<file path="config.mk">
export PLATFORM = sky130hd
export DESIGN_NAME = ugpb_ram
export DESIGN_NICKNAME = d
export VERILOG_FILES = /design/src/sv/ugpb_ram.sv
export SDC_FILE = /design/constraint.sdc
export NUM_CORES = 2
export LEC_CHECK = 0
export BUFFER_PORTS_ARGS = -buffer_cell sky130_fd_sc_hd__buf_2
export CAP_MARGIN = 15
export CORE_ASPECT_RATIO = 1.1
export CORE_MARGIN = 2
export CORE_UTILIZATION = 45
export DETAILED_ROUTE_END_ITERATION = 6
export SLEW_MARGIN = 20
export SYNTH_ARGS = -nofsm -noshare
export SYNTH_HDL_FRONTEND = slang
export SYNTH_SLANG_ARGS = --single-unit
</file>
<file path="constraint.sdc">
create_clock -name clk -period 2.8 [get_ports clk]
set_input_delay 0.56 -clock clk [delete_from_list [all_inputs] [get_ports clk]]
set_output_delay 0.56 -clock clk [all_outputs]
set_load 0.01 [all_outputs]
</file>
<file path="src/sv/ugpb_ram.sv">
// Generic single-write, single-read synchronous RAM with registered read data.
module ugpb_ram #(
  parameter int WIDTH = 8,
  parameter int DEPTH = 256
) (
  input  logic                     clk,
  input  logic                     we,
  input  logic [$clog2(DEPTH)-1:0] waddr,
  input  logic [WIDTH-1:0]         wdata,
  input  logic                     re,
  input  logic [$clog2(DEPTH)-1:0] raddr,
  output logic [WIDTH-1:0]         rdata
);

  logic [WIDTH-1:0] mem [DEPTH];

  // Write port
  always_ff @(posedge clk) begin
    if (we) begin
      mem[waddr] <= wdata;
    end
  end

  // Registered read, old data on a same-address write
  always_ff @(posedge clk) begin
    if (re) begin
      rdata <= mem[raddr];
    end
  end

endmodule

</file>
==> metrics.txt <==
status finished, final reports clean; commonest cells after routing, fill and taps aside edfxtp_1, buf_4, mux4_2; Tot Pwr 63,440 uW; final setup violation count 0; Remaining DRCs 0; YS warnings 0; R2R depth 6; part of the power in the clock network about two fifths; critical path type reg -> reg; Detail Placement HPWL 133,000 um; relative slew slack 42.74%; flops & latches, synth 2,056; chip height approximately 450 um; Post-synth EDFFs 2,056; first-pass GRT wire length just under 300,000 um; Final min period 2667 ps; main flop type after synthesis edfxtp_1; Seq/Total Area, Yosys 77.53%; Arr. time, crit path 3250 ps; clk sinks 2,056; P_leak 0.03059 uW; crit path max fanout 1; Core Util, Final a little over half; row cnt 161; Die ar. 0.1804 mm^2; Syn-to-layout area delta 18.51%; CP Launch Type register; Seq pwr share 53.5%; FFs w/ async S/R, synth 0%; GP Congestion 0.8641; Hold Crit Depth 1; Peak Freq 374.9 MHz; Non-Filler Instances 7,004; cell count after placement 6,636; number of buffers created by CTS 196; layout cells sized above 1 32.84%; detailed-route vias per instance a little under 6; Pins Over Slew Limit 0; H-tree depth 4; Logic pwr share approximately 5.7%; die extent in x 405.1 um; largest net degree at the start of global routing 95; Cell variety after synth 54; Post-Syn Area per Cell 21.33 um^2; vias in the first global route ~41,000; worst hold margin 105.4 ps; Initial Util 45.39%; Core Box Area 0.1755 mm^2; register area 0.06174 mm^2; total wire length 201,400 um; clock latency on the worst-skew pair between 800 and 900 ps; GR Util All Layers a little under a quarter; PwrDens 672.2 mW/mm^2; area of the multi-input gates 0.01656 mm^2; GRT overflow 0; Sw Share 21.14%; CTS tree built; Peak supply drop 0.0005727 V; crit path capture type register; period utilization 95.27%; Max-Cap Viols 0; type of the most critical hold path in -> reg; Worst-Margin Slew 859.0 ps; Layout Nets 4,498; Post-Place Setup Slack -1053 ps; largest cells by area after synthesis edfxtp_1, mux4_2, mux2i_1; final worst slack between 100 and 150 ps; Max Clock Skew 30.65 ps; Iteration-0 DRC Markers 4,297; Post-Syn Nets 3,760; Cells after Synth approximately 3,700; antenna violations before repair 14; Max Root-Sink Buffers 3; Top Ports 35; Hold Vio Cnt, Final 0; Synth area leader edfxtp_1; commonest non-fill, non-tap cell in the layout edfxtp_1; Wirelength per Cell 28.75 um; RSZ-0062 raised after global routing false; IO Port Bufs 34; antenna-violating nets left 0; DRT Pass-1 Iters 5; Clock Tree Root clkbuf_16; clk slew on worst S/H paths ~60 ps; post-synth top area share 77.53%; Fillers between 10,000 and 15,000; Pint ~50,000 uW; Vias 40,500; switching pwr 13,410 uW; mapped cell area ~0.080 mm^2; Data required, critical path 3380 ps
## final timing paths
path,startpoint,to,slack [ps]
max,mem[84][0],rdata[0],130
min,re,rdata[4],110
max reg2reg,mem[84][0],rdata[0],130
min reg2reg,mem[22][0],rdata[0],1260
## state kept, by name, indices dropped and copies added (netlist names)
| register | cells |
|---|---|
| mem | 2048 |
| rdata | 8 |
## cells by family after synthesis
| kind of cell | synth area share [%] |
|---|---|
| flip-flops | 77.53 |
| multiplexers | 14.60 |
| buffers and inverters | 1.829 |
| AO/OA/AOI/OAI | 3.416 |
| AND/OR/NAND/NOR | 2.625 |
## synth_stat cells, drive strengths merged (12+ instances only)
cell,instances
a211oi,16
a21oi,96
a221oi,14
a22oi,133
buf,122
clkbuf,111
edfxtp,2056
mux2i,134
mux4,456
nand2,33
nand3,34
nor2,282
nor2b,31
nor3,22
nor4,27
o21ai,12
o221ai,47
o22ai,28
## cell type report
type / instances / share of cell area, %
Sequential cell: 2056 / 65.42
Multi-Input combinational cell: 1442 / 17.55
Timing Repair Buffer: 773 / 7.265
Clock buffer: 243 / 5.587
Tap cell: 2363 / 3.133
Clock inverter: 118 / 1.023
Antenna cell: 7 / 0.01856
Inverter: 2 / 0.007954
## critical path, stage by stage (launching register included)
cell,delay (ps)
edfxtp_1,370
mux4_2,480
mux4_2,540
nor2b_1,190
nor4_2,530
buf_4,240
nor4_2,50
## layer usage
layer	wire (um)	vias to the layer above	GRT usage (%)
li1	-	17190	-
met4	6502	10	7.948
met2	99690	1454	36.88
met1	81930	21530	30.70
met3	13160	313	3.738
met5	81	-	0
## what timing repair did
| item | CTS | global route |
|---|---|---|
| buffers inserted | 0 | 0 |
| resized for setup | 3 | 4 |
| hold buffers | 0 | 0 |
| hold endpoints to repair | 0 | 0 |
| setup endpoints to repair | 3 | 3 |
| cloned | 0 | 0 |
## metrics by stage
stage | setup TNS, ps | instance area (um^2)
after detailed placement | -5628 | 88080
after global routing | 0 | 94360
after global placement | -8461 | 88030
after floorplan | 0 | 79640
final | 0 | 94380
after CTS | 0 | 94330
## power by group through the flow
stage	clock, uW	sequential (uW)	combinational (uW)
after global placement	0	34600	3590
after detailed placement	0	34600	3640
final	25900	34000	3610
after floorplan	0	34600	1650
after global routing	27400	33900	3820
after CTS	26300	34000	3650
(Power assumes the default switching activity.)
