`src/sv/ugpb_pkg.sv`:
```
// Shared constants, codes and types of the uniform grid particle binning core.
package ugpb_pkg;

  // Grid and table sizes
  localparam int MAX_GRID_LENGTH = 16;
  localparam int MAX_SLOTS       = 8;
  localparam int MAX_PARTICLES   = 1024;

  localparam int VOXELS  = MAX_GRID_LENGTH * MAX_GRID_LENGTH * MAX_GRID_LENGTH;
  localparam int VOX_W   = $clog2(VOXELS);
  localparam int GRID_W  = $clog2(MAX_GRID_LENGTH);
  localparam int SLOT_W  = $clog2(MAX_SLOTS);
  localparam int CNT_W   = $clog2(MAX_SLOTS + 1);
  localparam int PART_W  = $clog2(MAX_PARTICLES);
  localparam int LSQ_W   = $clog2(MAX_GRID_LENGTH * MAX_GRID_LENGTH + 1);
  localparam int STORE_W = VOX_W + SLOT_W;

  // Field widths fixed by the interface
  localparam int COORD_W = 6;
  localparam int GL_W    = 5;
  localparam int SPV_W   = 4;
  localparam int STAT_W  = 2;
  localparam int OUT_IDX_W  = 12;
  localparam int OUT_SLOT_W = 3;
  localparam int OUT_NUM_W  = 10;

  localparam int IN_DW    = 24;
  localparam int OUT_DW   = 32;
  localparam int CFG_AW   = 1;
  localparam int CFG_DW   = 5;

  // Register indexes
  localparam logic [CFG_AW-1:0] REG_GRID_LENGTH = 1'b0;
  localparam logic [CFG_AW-1:0] REG_SLOTS       = 1'b1;

  // Commands
  localparam logic CMD_CLEAR  = 1'b0;
  localparam logic CMD_INSERT = 1'b1;

  // Result status codes
  typedef enum logic [STAT_W-1:0] {
    STAT_STORED  = 2'd0,
    STAT_OUTSIDE = 2'd1,
    STAT_FULL    = 2'd2,
    STAT_CLEARED = 2'd3
  } status_t;

  // Location of one particle in the grid
  typedef struct packed {
    logic             in_range;
    logic [VOX_W-1:0] flat;
  } vox_loc_t;

endpackage

```
`src/sv/ugpb_flatten.sv`:
```
// Range check of the voxel coordinates and flattening to a voxel number.
module ugpb_flatten (
  input  logic signed [ugpb_pkg::COORD_W-1:0] voxel_x,
  input  logic signed [ugpb_pkg::COORD_W-1:0] voxel_y,
  input  logic signed [ugpb_pkg::COORD_W-1:0] voxel_z,
  input  logic        [ugpb_pkg::GL_W-1:0]    len_eff,
  input  logic        [ugpb_pkg::LSQ_W-1:0]   len_sq,
  output ugpb_pkg::vox_loc_t                  loc
);
  import ugpb_pkg::*;

  logic x_ok, y_ok, z_ok;
  logic [GRID_W-1:0] x_idx, y_idx, z_idx;

  // Reject negative coordinates and those past the grid edge
  always_comb begin
    x_ok = !voxel_x[COORD_W-1] && (GL_W'(voxel_x[COORD_W-2:0]) < len_eff);
    y_ok = !voxel_y[COORD_W-1] && (GL_W'(voxel_y[COORD_W-2:0]) < len_eff);
    z_ok = !voxel_z[COORD_W-1] && (GL_W'(voxel_z[COORD_W-2:0]) < len_eff);
    x_idx = voxel_x[GRID_W-1:0];
    y_idx = voxel_y[GRID_W-1:0];
    z_idx = voxel_z[GRID_W-1:0];
  end

  // Flatten as x*L*L + y*L + z
  always_comb begin
    loc.in_range = x_ok && y_ok && z_ok;
    loc.flat     = (VOX_W'(x_idx) * VOX_W'(len_sq)) +
                   (VOX_W'(y_idx) * VOX_W'(len_eff)) +
                   VOX_W'(z_idx);
  end

endmodule

```
`config.mk`:
```
export PLATFORM = sky130hd
export DESIGN_NAME = ugpb_flatten
export DESIGN_NICKNAME = d
export VERILOG_FILES = /design/src/sv/ugpb_pkg.sv /design/src/sv/ugpb_flatten.sv
export SDC_FILE = /design/constraint.sdc
export NUM_CORES = 1
export LEC_CHECK = 0
export BUFFER_PORTS_ARGS = -buffer_cell sky130_fd_sc_hd__buf_2
export CAP_MARGIN = 10
export CORE_MARGIN = 2
export CORE_UTILIZATION = 45
export DETAILED_ROUTE_END_ITERATION = 12
export GPL_ROUTABILITY_DRIVEN = 0
export GPL_TIMING_DRIVEN = 0
export PLACE_DENSITY = 0.76
export REMOVE_ABC_BUFFERS = 1
export SLEW_MARGIN = 40
export SYNTH_ARGS = -nofsm -noshare
export SYNTH_HDL_FRONTEND = slang
export SYNTH_SLANG_ARGS = --single-unit
```
`constraint.sdc`:
```
create_clock -name vclk -period 10.6
set_clock_uncertainty 0.2 [all_clocks]
set_input_delay 2.12 -clock vclk [all_inputs]
set_output_delay 2.12 -clock vclk [all_outputs]
set_load 0.02 [all_outputs]
```
==> flow_metrics.env <==
export IMPL_holdPathStages=5
export IMPL_outcome="finished, final reports clean"
export IMPL_layout_worst_path_cycle_share_pct=81.03
export IMPL_cp_required_ps=8280
export IMPL_io_pins=45
export IMPL_cts_setup_buffers=0
export IMPL_pwr_share_seq_pct=0
export IMPL_yosysTopAreaCell="fa_1"
export IMPL_drc=0
export IMPL_power_internal_mw=0.1917
export IMPL_worstSetupPathType="in -> out"
export IMPL_cp_max_fo=6
export IMPL_p_leak_nw=1.473
export IMPL_ir_drop_mv=0.1318
export IMPL_antenna_found_initial=0
export IMPL_dieHeight_microns=75.78
export IMPL_ctsResizeCount=0
export IMPL_max_stage_delay_ps=550
export IMPL_syn_cell_area_sq_um=2318
export IMPL_fin_ws_ps=2011
export IMPL_hpwl_microns=3873
export IMPL_grt_use_total_pct=16.11
export IMPL_synth_most_common_cell="inv_1"
export IMPL_final_nets=433
export IMPL_synthToLayoutAreaGrowth_pct=13.49
export IMPL_grt_overflow_total=0
export IMPL_n_sequential_cell=0
export IMPL_end_kind="primary output"
export IMPL_finalSetupTns_ps=0
export IMPL_route_detailed_wl_per_inst_microns=11.07
export IMPL_crit_top_cell="fa_1"
export IMPL_synth_top_cell_area_share_pct=31.95
export IMPL_hold_start="voxel_z[5]"
export IMPL_combinationalPowerShare_pct=100.0
export IMPL_design_area_sq_um=2631
export IMPL_die_width_microns=75.78
export IMPL_worstMarginPinSlew_ps=444.1
export IMPL_start_util_pct=45.98
export IMPL_setup_viol=0
export IMPL_drtIter0Drc=63
export IMPL_nFillCells=476
export IMPL_placementRows=26
export IMPL_synthCells=269
export IMPL_grt_pass1_wl_microns=7472
export IMPL_slew_viol_final=0
export IMPL_n_antenna_cell=0
export IMPL_hold_buffers=0
export IMPL_vias=1854
export IMPL_drv_cap=0
export IMPL_clock_buffers=0
export IMPL_fmax_mhz=116.4
export IMPL_die_area_sq_um=5743
export IMPL_min_path_type="in -> out"
export IMPL_synth_commonest_cells="inv_1 (75), ha_1 (48), and2_1 (38)"
export IMPL_routed_via_density=4.828
export IMPL_grt_pass1_vias=1778
export IMPL_timing_hold_violations_final=0
export IMPL_drive_gt1_share_pct=15.92
export IMPL_ant_nets=0
export IMPL_dp_slack_ps=2045
export IMPL_net_switching_power_mw=0.2823
export IMPL_coreArea_sq_um=5042
export IMPL_max_slew_margin_rel_pct=70.08
export IMPL_hold_slack_ps=4400
export IMPL_switching_share_pct=59.56
export IMPL_wl_microns=4250
export IMPL_grt_setup_unrepaired="no"
export IMPL_power_density_nw_per_um2=180.1
export IMPL_worstSetupStartpointType="primary input"
export IMPL_io_buffers=45
export IMPL_grt_start_max_net_pins=11
export IMPL_crit_chain="buf_2 -> ha_1 -> fa_1 -> fa_1 -> fa_1 -> inv_1 -> fa_1 -> inv_1 -> ha_1 -> nor2b_1 -> o21a_1 -> o21ai_0 -> nand2_1 -> o311ai_2 -> buf_2"
export IMPL_worstHoldEndpoint="loc[12]"
export IMPL_syn_mean_instance_area_sq_um=8.619
export IMPL_crit_arrival_ps=6270
export IMPL_p_clk_share_pct=0
export IMPL_first_pass_iters=4
export IMPL_synthTopCellsByArea="fa_1 (32%), ha_1 (26%), inv_1 (12%)"
export IMPL_post_route_min_period_ps=8589
export IMPL_place_area_sq_um=2631
export IMPL_cp_slowest_cell="fa_1"
export IMPL_synth_distinct_cells=30
export IMPL_ys_warnings_count=0
export IMPL_regArea_sq_um=0
export IMPL_yosysSeqAreaShare_pct=0
[how the worst max path moves through the flow]
stage	depth (start not counted)	from	end
after global routing	15	voxel_y[2]	loc[8]
after CTS	15	voxel_y[2]	loc[8]
after detailed placement	15	voxel_y[2]	loc[8]
after floorplan	12	voxel_y[2]	loc[11]
after global placement	15	voxel_y[2]	loc[8]
final	15	voxel_y[2]	loc[8]
[critical path: cells and delay by family]
family,cells,cell delay (ps)
adder cells (fa/ha/maj),6,2680
AO/OA/AOI/OAI,3,750
buffers and inverters,4,430
AND/OR/NAND/NOR,2,280
[per-stage QoR]
| step | total power [mW] | std cells | utilization, % |
|---|---|---|---|
| after CTS | 0.4838 | 384 | 52.18 |
| after global placement | 0.4738 | 384 | 52.18 |
| after floorplan | 0.3662 | 269 | - |
| after global routing | 0.5370 | 384 | 52.18 |
| after detailed placement | 0.4809 | 384 | 52.18 |
| final | 0.4740 | 384 | 52.18 |
[power groups by stage]
stage,clock network (mW),logic (mW),registers (mW)
3_3_place_gp,0,0.474,0
6_report,0,0.474,0
2_1_floorplan,0,0.366,0
4_1_cts,0,0.484,0
3_5_place_dp,0,0.481,0
5_1_grt,0,0.537,0
[kinds of logic after synthesis]
kind of cell	synth area share (%)
AOI/OAI and AO/OA	8.582
buffers and inverters	12.14
xor gates and xnor gates	3.778
and+or+nand+nor	17.65
adders and majority gates	57.85
[cell type report]
type | count | area [sq um] | share of cell area [%]
tap | 70 | 87.58 | 3.329
timing repair buffer | 45 | 225.2 | 8.559
multi-input combinational | 194 | 2037 | 77.41
inverter | 75 | 281.5 | 10.70
[metal layers]
metal  vias to the layer above  part of all wire [%]  track usage [%]
li1                        915                     -                -
met3                         0                   2.5           0.3968
met2                        28                    53            29.79
met4                         0                     0           0.3899
met5                         -                     0                0
met1                       911                    44            22.21
[cells in the final DEF (no fill, tap or decap), types with 3 or more instances in the layout]
master,count
inv_1,75
ha_1,48
buf_2,45
and2_1,38
fa_1,37
nand2_1,20
xnor2_1,8
a21oi_1,7
nor2_1,4
a21o_1,4
nand2b_1,3
(Power assumes the default switching activity.)
